**src/design/hkv_pkg.sv**
```systemverilog
// Shared constants and types for the hashed key/value cache.
`timescale 1ns / 1ps
package hkv_pkg;

  localparam int unsigned CAPACITY = 1024;
  localparam int unsigned IDX_W    = $clog2(CAPACITY);
  localparam int unsigned ADDR_W   = IDX_W + 1;
  localparam int unsigned CNT_W    = IDX_W + 1;
  localparam int unsigned KEY_W    = 256;
  localparam int unsigned VAL_W    = 256;

  localparam logic [CNT_W-1:0] FULL_CNT = CNT_W'(CAPACITY * 3 / 4 - 1);
  localparam logic [CNT_W-1:0] LAST_PROBE = CNT_W'(CAPACITY - 1);

  localparam logic [63:0] FNV_OFFSET = 64'hcbf29ce484222325;
  localparam logic [63:0] FNV_PRIME_LO = 64'h1b3;
  localparam int unsigned FNV_PRIME_SHIFT = 40;

  localparam logic [4:0] LAST_BYTE_MAP0 = 5'd23;
  localparam logic [4:0] LAST_BYTE_MAP1 = 5'd31;

  localparam logic [1:0] CMD_LOOKUP = 2'd0;
  localparam logic [1:0] CMD_STORE  = 2'd1;
  localparam logic [1:0] CMD_CLEAR  = 2'd2;
  localparam logic [1:0] CMD_NOP    = 2'd3;

  typedef struct packed {
    logic              rd;
    logic              wr_key;
    logic              wr_val;
    logic [ADDR_W-1:0] addr;
    logic [KEY_W:0]    key_row;
    logic [VAL_W-1:0]  val_row;
  } hkv_mem_req_t;

endpackage

```
**src/design/hkv_hash.sv**
```systemverilog
// Byte-serial FNV-1a 64 hash unit that yields the home slot index.
`timescale 1ns / 1ps
module hkv_hash (
  input  logic                            clk_i,
  input  logic                            rst_ni,
  input  logic                            start_i,
  input  logic                            map_i,
  input  logic [hkv_pkg::KEY_W-1:0]       key_i,
  output logic                            done_o,
  output logic [hkv_pkg::IDX_W-1:0]       index_o
);

  logic                        busy_q;
  logic                        done_q;
  logic [4:0]                  cnt_q;
  logic [4:0]                  last_q;
  logic [63:0]                 h_q;
  logic [hkv_pkg::KEY_W-1:0]   key_q;
  logic [63:0]                 h_x;
  logic [63:0]                 h_d;

  assign h_x = h_q ^ {56'd0, key_q[{cnt_q, 3'b000} +: 8]};
  assign h_d = (h_x << hkv_pkg::FNV_PRIME_SHIFT) + 64'(h_x * hkv_pkg::FNV_PRIME_LO);

  always_ff @(posedge clk_i or negedge rst_ni) begin
    if (!rst_ni) begin
      busy_q <= 1'b0;
      done_q <= 1'b0;
      cnt_q  <= '0;
      last_q <= '0;
    end else begin
      done_q <= busy_q && !start_i && (cnt_q == last_q);
      if (start_i) begin
        busy_q <= 1'b1;
        cnt_q  <= '0;
        last_q <= map_i ? hkv_pkg::LAST_BYTE_MAP1 : hkv_pkg::LAST_BYTE_MAP0;
      end else if (busy_q) begin
        cnt_q <= cnt_q + 5'd1;
        if (cnt_q == last_q) begin
          busy_q <= 1'b0;
        end
      end
    end
  end

  always_ff @(posedge clk_i) begin
    if (start_i) begin
      h_q   <= hkv_pkg::FNV_OFFSET;
      key_q <= key_i;
    end else if (busy_q) begin
      h_q <= h_d;
    end
  end

  assign done_o  = done_q;
  assign index_o = h_q[hkv_pkg::IDX_W-1:0];

endmodule

```
**config.mk**
```make
export PLATFORM = sky130hd
export DESIGN_NAME = hkv_hash
export DESIGN_NICKNAME = d
export VERILOG_FILES = /design/src/design/hkv_pkg.sv /design/src/design/hkv_hash.sv
export SDC_FILE = /design/constraint.sdc
export NUM_CORES = 1
export LEC_CHECK = 0
export CAP_MARGIN = 20
export CORE_AREA = 2 2 123 155
export CTS_CLUSTER_SIZE = 25
export DETAILED_ROUTE_END_ITERATION = 8
export DIE_AREA = 0 0 125 157
export DONT_BUFFER_PORTS = 1
export GPL_ROUTABILITY_DRIVEN = 0
export PLACE_DENSITY_LB_ADDON = 0.12
export REMOVE_ABC_BUFFERS = 1
export SLEW_MARGIN = 20
export SYNTH_ARGS = -nofsm -noshare
export SYNTH_HDL_FRONTEND = slang
export SYNTH_SLANG_ARGS = --single-unit
```
**constraint.sdc**
```tcl
create_clock -name clk_i -period 7.59 [get_ports clk_i]
set_clock_uncertainty 0.2 [all_clocks]
set_input_delay 1.1385 -clock clk_i [delete_from_list [all_inputs] [get_ports clk_i]]
set_output_delay 1.1385 -clock clk_i [all_outputs]
set_load 0.01 [all_outputs]
```
Yosys cells after proc, flatten, opt, wreduce, memory -nomap -nowiden

Index checks and enable logic that the tools add are counted.

Register bits after elaboration: 332
Output and inout bits: 11
Word-level logic and storage cells: 22
Input bits: 260

Reductions and logical operators: 4
Multiplexer cells: 6
Multiply operators: 1
Bitwise logic cells: 1
Eq/ne operators: 1
Shift-type cells: 1
Add/sub/neg operators: 2

Operators by type and width:

| kind                                                | number |
|---|---|
| indexed part select 256 x 9 -> 8 bit                | 1 |
| adder 64 bit                                        | 1 |
| multiplier 64 x 9 -> 64 bit (second input constant) | 1 |
| XOR 64 x 8 -> 64 bit                                | 1 |
| 2-to-1 mux 5 bit                                    | 2 |
| adder 5 x 1 -> 5 bit (second input constant)        | 1 |
| == test 5 bit                                       | 1 |
| 2-to-1 mux 4 bit                                    | 1 |
| 2-to-1 mux 1 bit                                    | 3 |
| logical AND 1 bit                                   | 2 |
| nonzero test 2 bit                                  | 1 |
| logical NOT 1 bit                                   | 1 |

Longest topological paths before layout

Depth in word-level cells: 4
Gate-level depth with buffers: 26
Gate-level depth less buffers: 22

Least setup slack after synthesis

OpenSTA, ideal clock, no wires.

Kind: flip-flop to flip-flop
Start point: register cnt_q[0]
End point: register h_q[9]
Required time: 7.270 ns
Path buffers: 3
Period minus slack after synthesis: 5.742 ns
Stages on the path, launching flop included: 24
Path slack: 1.848 ns
Arrival: 5.422 ns
Setup time: 0.120 ns
Path through: dfrtp_1 -> buf_6 -> buf_6 -> buf_4 -> mux4_2 -> mux4_2 -> mux2i_1 -> xnor2_1 -> ha_1 -> inv_1 -> fa_1 -> inv_1 -> ha_1 -> inv_1 -> fa_1 -> inv_1 -> ha_1 -> fa_1 -> a21o_1 -> a21oi_1 -> xnor2_1 -> xnor2_1 -> nor2_1 -> a211o_1

Cells in the longest elaborated chain, start to end: 4

Ends and longest elaborated chain:

| item                                 | line           | source |
|---|---|---|
| start, declared                      | hkv_hash.sv:15 | `logic [4:0] cnt_q;` |
| start signal, assigned               | hkv_hash.sv:38 | `cnt_q <= cnt_q + 5'd1;` |
| indexed part select 256 x 9 -> 8 bit | hkv_hash.sv:22 | `assign h_x = h_q ^ {56'd0, key_q[{cnt_q, 3'b000} +: 8]};` |
| XOR 64 x 8 -> 64 bit                 | hkv_hash.sv:22 |  |
| multiplier 64 x 9 -> 64 bit          | hkv_hash.sv:23 | `assign h_d = (h_x << hkv_pkg::FNV_PRIME_SHIFT) + 64'(h_x * hkv_pkg::FNV_PRIME_LO);` |
| adder 64 bit                         | hkv_hash.sv:23 |  |
| end signal, assigned                 | hkv_hash.sv:48 | `h_q <= hkv_pkg::FNV_OFFSET;` |
| end, declared                        | hkv_hash.sv:17 | `logic [63:0] h_q;` |

Every way passes these cells.
A chain may end at the register's enable or synchronous reset.

Worst setup path in the final report

Ends and elaborated chain as after synthesis.

==> flow_metrics.env <==
export IMPL_run_status="finished clean"
export IMPL_worst_case_reg_to_reg_path_depth=22
export IMPL_p_leak_nw=4.313
export IMPL_hold_ws_ns=0.09660
export IMPL_die_h_um=157
export IMPL_route_detailed_drc=0
export IMPL_finalCritPeriodShare_pct=85.19
export IMPL_r2r_slack_ns=1.12
export IMPL_postLayoutCellArea_um2=12450
export IMPL_numnets_final=860
export IMPL_synth_cell_types=43
export IMPL_clock_path_buffers=3
export IMPL_floorplan_core_area_um2=18030
export IMPL_ctsResizeCount=0
export IMPL_starting_density_pct=62.89
export IMPL_hpwl_after_detailed_placement_mm=14.81
export IMPL_cts_tree="done"
export IMPL_final_worst_path_period_need_ns=6.466
export IMPL_root_buffer="clkbuf_16"
export IMPL_worst_pin_slew_ns=0.9695
export IMPL_syn_instance_count=555
export IMPL_place_area_um2=11510
export IMPL_critical_path_peak_fanout=46
export IMPL_timing_max_slew_rel_slack_pct=35.36
export IMPL_grt_pass1_wl_mm=31.99
export IMPL_synth_warning_count=0
export IMPL_synth_xor_xnor_area_share_pct=2.086
export IMPL_core_rowCount=55
export IMPL_tns_ns=0
export IMPL_synth_top_family_by_area="multiplexers"
export IMPL_crit_path_end="h_q[9]$_SDFFE_PP1P_"
export IMPL_final_hold_violating_endpoints=0
export IMPL_cts_hold_repair_buffers=0
export IMPL_grt_overflow=0
export IMPL_die_width_um=125
export IMPL_timing_final_setup_violations=0
export IMPL_clock_sinks=275
export IMPL_synth_area_um2=11340
export IMPL_worst_ep_arrival_time_ns=6.68
export IMPL_detail_route_antenna_nets=0
export IMPL_post_synth_mux_area_share_pct=15.71
export IMPL_synth_compound_gate_area_share_pct=2.284
export IMPL_crit_path_cell_trace="buf_4, mux4_2, mux2i_1, mux2i_1, o22ai_1, xnor2_1, ha_1, inv_1, fa_1, inv_1, ha_1, inv_1, fa_1, inv_1, ha_1, fa_1, a21o_1, a21oi_1, xnor2_1, xnor2_1, nor2_1, a211o_1"
export IMPL_regArea_um2=8122
export IMPL_final_layout_size_suffix_gt1_share_pct=20.96
export IMPL_power_density_nw_per_um2=429.7
export IMPL_synth_sequential_area_ratio_pct=71.55
export IMPL_clock_tree_htree_level_count=1
export IMPL_critical_path_slowest_cell="dfrtp_4"
export IMPL_number_of_max_slew_violations_in_the_final_report=0
export IMPL_worstHoldPathType="input pin to asynchronous set/reset pin"
export IMPL_via_count=5137
export IMPL_routed_wire_length_per_instance_um=26.57
export IMPL_ys_async_rst_share_pct=3.273
export IMPL_cpPeakStageDelay_ns=0.99
export IMPL_maximum_capacitance_violations=0
export IMPL_setup_worst_path_end_class="register"
export IMPL_critical_path_reg2reg_startpoint="cnt_q[0]$_DFFE_PN0P_"
export IMPL_drt_total_wl_mm=21.71
export IMPL_grt_start_max_net_pins=276
export IMPL_design_die_area_um2=19630
export IMPL_worst_skew_pair_late_latency_ns=0.53
export IMPL_post_cts_buffers=0
export IMPL_grt_pass1_vias=5466
export IMPL_critical_path_top_delay_family="adder cells"
export IMPL_synth_top_cell_area_share_pct=67.80
export IMPL_vias_per_cell=6.288
export IMPL_yosys_area_share_simple_pct=1.733
export IMPL_type_of_the_worst_setup_path="register to register"
export IMPL_postSynthRegisterBits=275
export IMPL_grt_setup_unrepaired="no"
export IMPL_startpoint="cnt_q[0]$_DFFE_PN0P_"
export IMPL_cts_buffers_inserted=27
export IMPL_path_depth=22
export IMPL_critical_path_buf_inv_count=5
export IMPL_flow_area_growth_from_synthesis_pct=9.799
export IMPL_report_power_total_mw=5.350
export IMPL_critPathLaunchType="register"
export IMPL_multi_input_comb_area_um2=3004
export IMPL_yosysTopAreaCell="edfxtp_1"
export IMPL_antenna_violations_before_repair=10
export IMPL_synthesis_area_per_instance_um2=20.43
export IMPL_firstDrtPassIters=5
export IMPL_timing_rr_end="h_q[9]$_SDFFE_PP1P_"
export IMPL_floorplan_io_pins=271
export IMPL_ir_worst_vdd_v=0.0006764
export IMPL_synth_area_leaders="edfxtp_1, mux4_2, ha_1, mux2i_1, dfrtp_1"
export IMPL_timing_critical_path_mode_cell="inv_1"
export IMPL_first_iter_violations=410
export IMPL_num_fill_cells=1143
export IMPL_critical_path_required_ns=7.81
export IMPL_synth_main_ff_cell="edfxtp_1"
export IMPL_synth_enable_flop_cells=256
export IMPL_placement_io_buffers=0
export IMPL_cts_reportedPaths_clkPinSlew_ns=0.07
export IMPL_grt_util_all_layers_pct=21.79
export IMPL_synthAdderAreaFrac_pct=4.679
export IMPL_maxClockFrequency_mhz=154.6
## power breakdown
part | total, mW | switching, mW | leakage [nW] | internal [mW]
sequential | 1.93 | 0.102 | 2.69 | 1.82
clock | 1.36 | 0.543 | 0.448 | 0.822
combinational | 2.06 | 0.994 | 1.17 | 1.06
## flip-flops by register name (all words and copies together), names as in the netlist
signal  count
done_o      1
key_q     256
h_q        10
busy_q      1
last_q      2
cnt_q       5
## per-stage QoR
stage / instances / util, % / setup WS (ns)
4_1_cts: 810 / 68.95 / 1.021
2_1_floorplan: 530 / - / 0.09459
3_5_place_dp: 762 / 63.85 / 1.047
6_report: 817 / 69.05 / 1.124
5_1_grt: 815 / 69.02 / 0.6303
3_3_place_gp: 762 / 63.85 / 1.098
## cells in the mapped netlist, drive strengths merged (3+ instances only)
| library cell | number |
|---|---|
| a22oi | 4 |
| a21oi | 3 |
| buf | 20 |
| xnor2 | 23 |
| clkbuf | 5 |
| xor2 | 4 |
| a21o | 3 |
| o21ai | 3 |
| a311oi | 3 |
| dfrtp | 9 |
| o221ai | 3 |
| a211o | 5 |
| nor2b | 4 |
| fa | 9 |
| ha | 28 |
| dfxtp | 10 |
| mux2 | 6 |
| nor3 | 3 |
| inv | 18 |
| mux4 | 65 |
| nor2 | 15 |
| mux2i | 25 |
| nand2 | 8 |
| edfxtp | 256 |
| o22ai | 3 |
## cell families after synthesis
kind of cell    after synthesis
compound gates               35
simple gates                 41
flops                       275
xor+xnor                     27
mux                          96
fa+ha+maj                    37
buf+inv                      44
## cell usage in the layout, fill, tap and decap left out, drive strengths merged, types with 3 or more instances in the layout
cell type  count
a22oi          4
o22ai          3
nor2          15
xnor2         23
dfrtp          9
xor2           4
inv           21
mux2           6
clkbuf        28
bufinv         5
edfxtp       256
nor3           3
clkinv        11
nor2b          4
ha            28
fa             9
a311oi         3
a21oi          3
o221ai         3
diode          7
a211o          5
o21ai          3
nand2          8
mux2i         25
dfxtp         10
a21o           3
buf            4
mux4          65
## metal layers
layer  wire length [um]  global-route usage (%)  vias up  part of all wire (%)
met2              11920                   38.54      218                    55
met1               7757                   26.18     2622                    36
met3               1795                   6.934       22                   8.3
met4                210                   5.820        4                  0.97
li1                   -                       -     2271                     -
met5                 27                       0        -                  0.12
## cell type report
cell class              instances  share of cell area, %
diodes                          7                 0.1407
clock buffers                  28                  5.457
clock inverters                20                  1.930
inverters                      19                 0.5729
multi-input cells             236                  24.13
flip-flops and latches        275                  65.24
well taps                     228                  2.291
repair buffers                  4                 0.2412
## how the worst min path moves through the flow
| stage | start | endpoint | slack [ns] | depth (start not counted) |
|---|---|---|---|---|
| 2_1_floorplan | last_q[2]$_DFFE_PN0P_ | last_q[2]$_DFFE_PN0P_ | 0.26 | 1 |
| 3_3_place_gp | last_q[2]$_DFFE_PN0P_ | last_q[2]$_DFFE_PN0P_ | 0.27 | 1 |
| 3_5_place_dp | last_q[2]$_DFFE_PN0P_ | last_q[2]$_DFFE_PN0P_ | 0.28 | 1 |
| 4_1_cts | rst_ni | last_q[2]$_DFFE_PN0P_ | 0.08 | 0 |
| 5_1_grt | rst_ni | last_q[3]$_DFFE_PN0P_ | 0.07 | 0 |
| 6_report | rst_ni | last_q[3]$_DFFE_PN0P_ | 0.1 | 0 |
## worst reg2reg max path, cell delays in order, from the launching register on
cell and delay (ns):
dfrtp_4 0.99, buf_4 0.35, mux4_2 0.53, mux2i_1 0.14, mux2i_1 0.10, o22ai_1 0.31
xnor2_1 0.24, ha_1 0.24, inv_1 0.08, fa_1 0.53, inv_1 0.04, ha_1 0.26
inv_1 0.05, fa_1 0.53, inv_1 0.04, ha_1 0.33, fa_1 0.47, a21o_1 0.20
a21oi_1 0.17, xnor2_1 0.15, xnor2_1 0.14, nor2_1 0.06, a211o_1 0.23
Note: power is estimated with default switching activity, not from simulation.
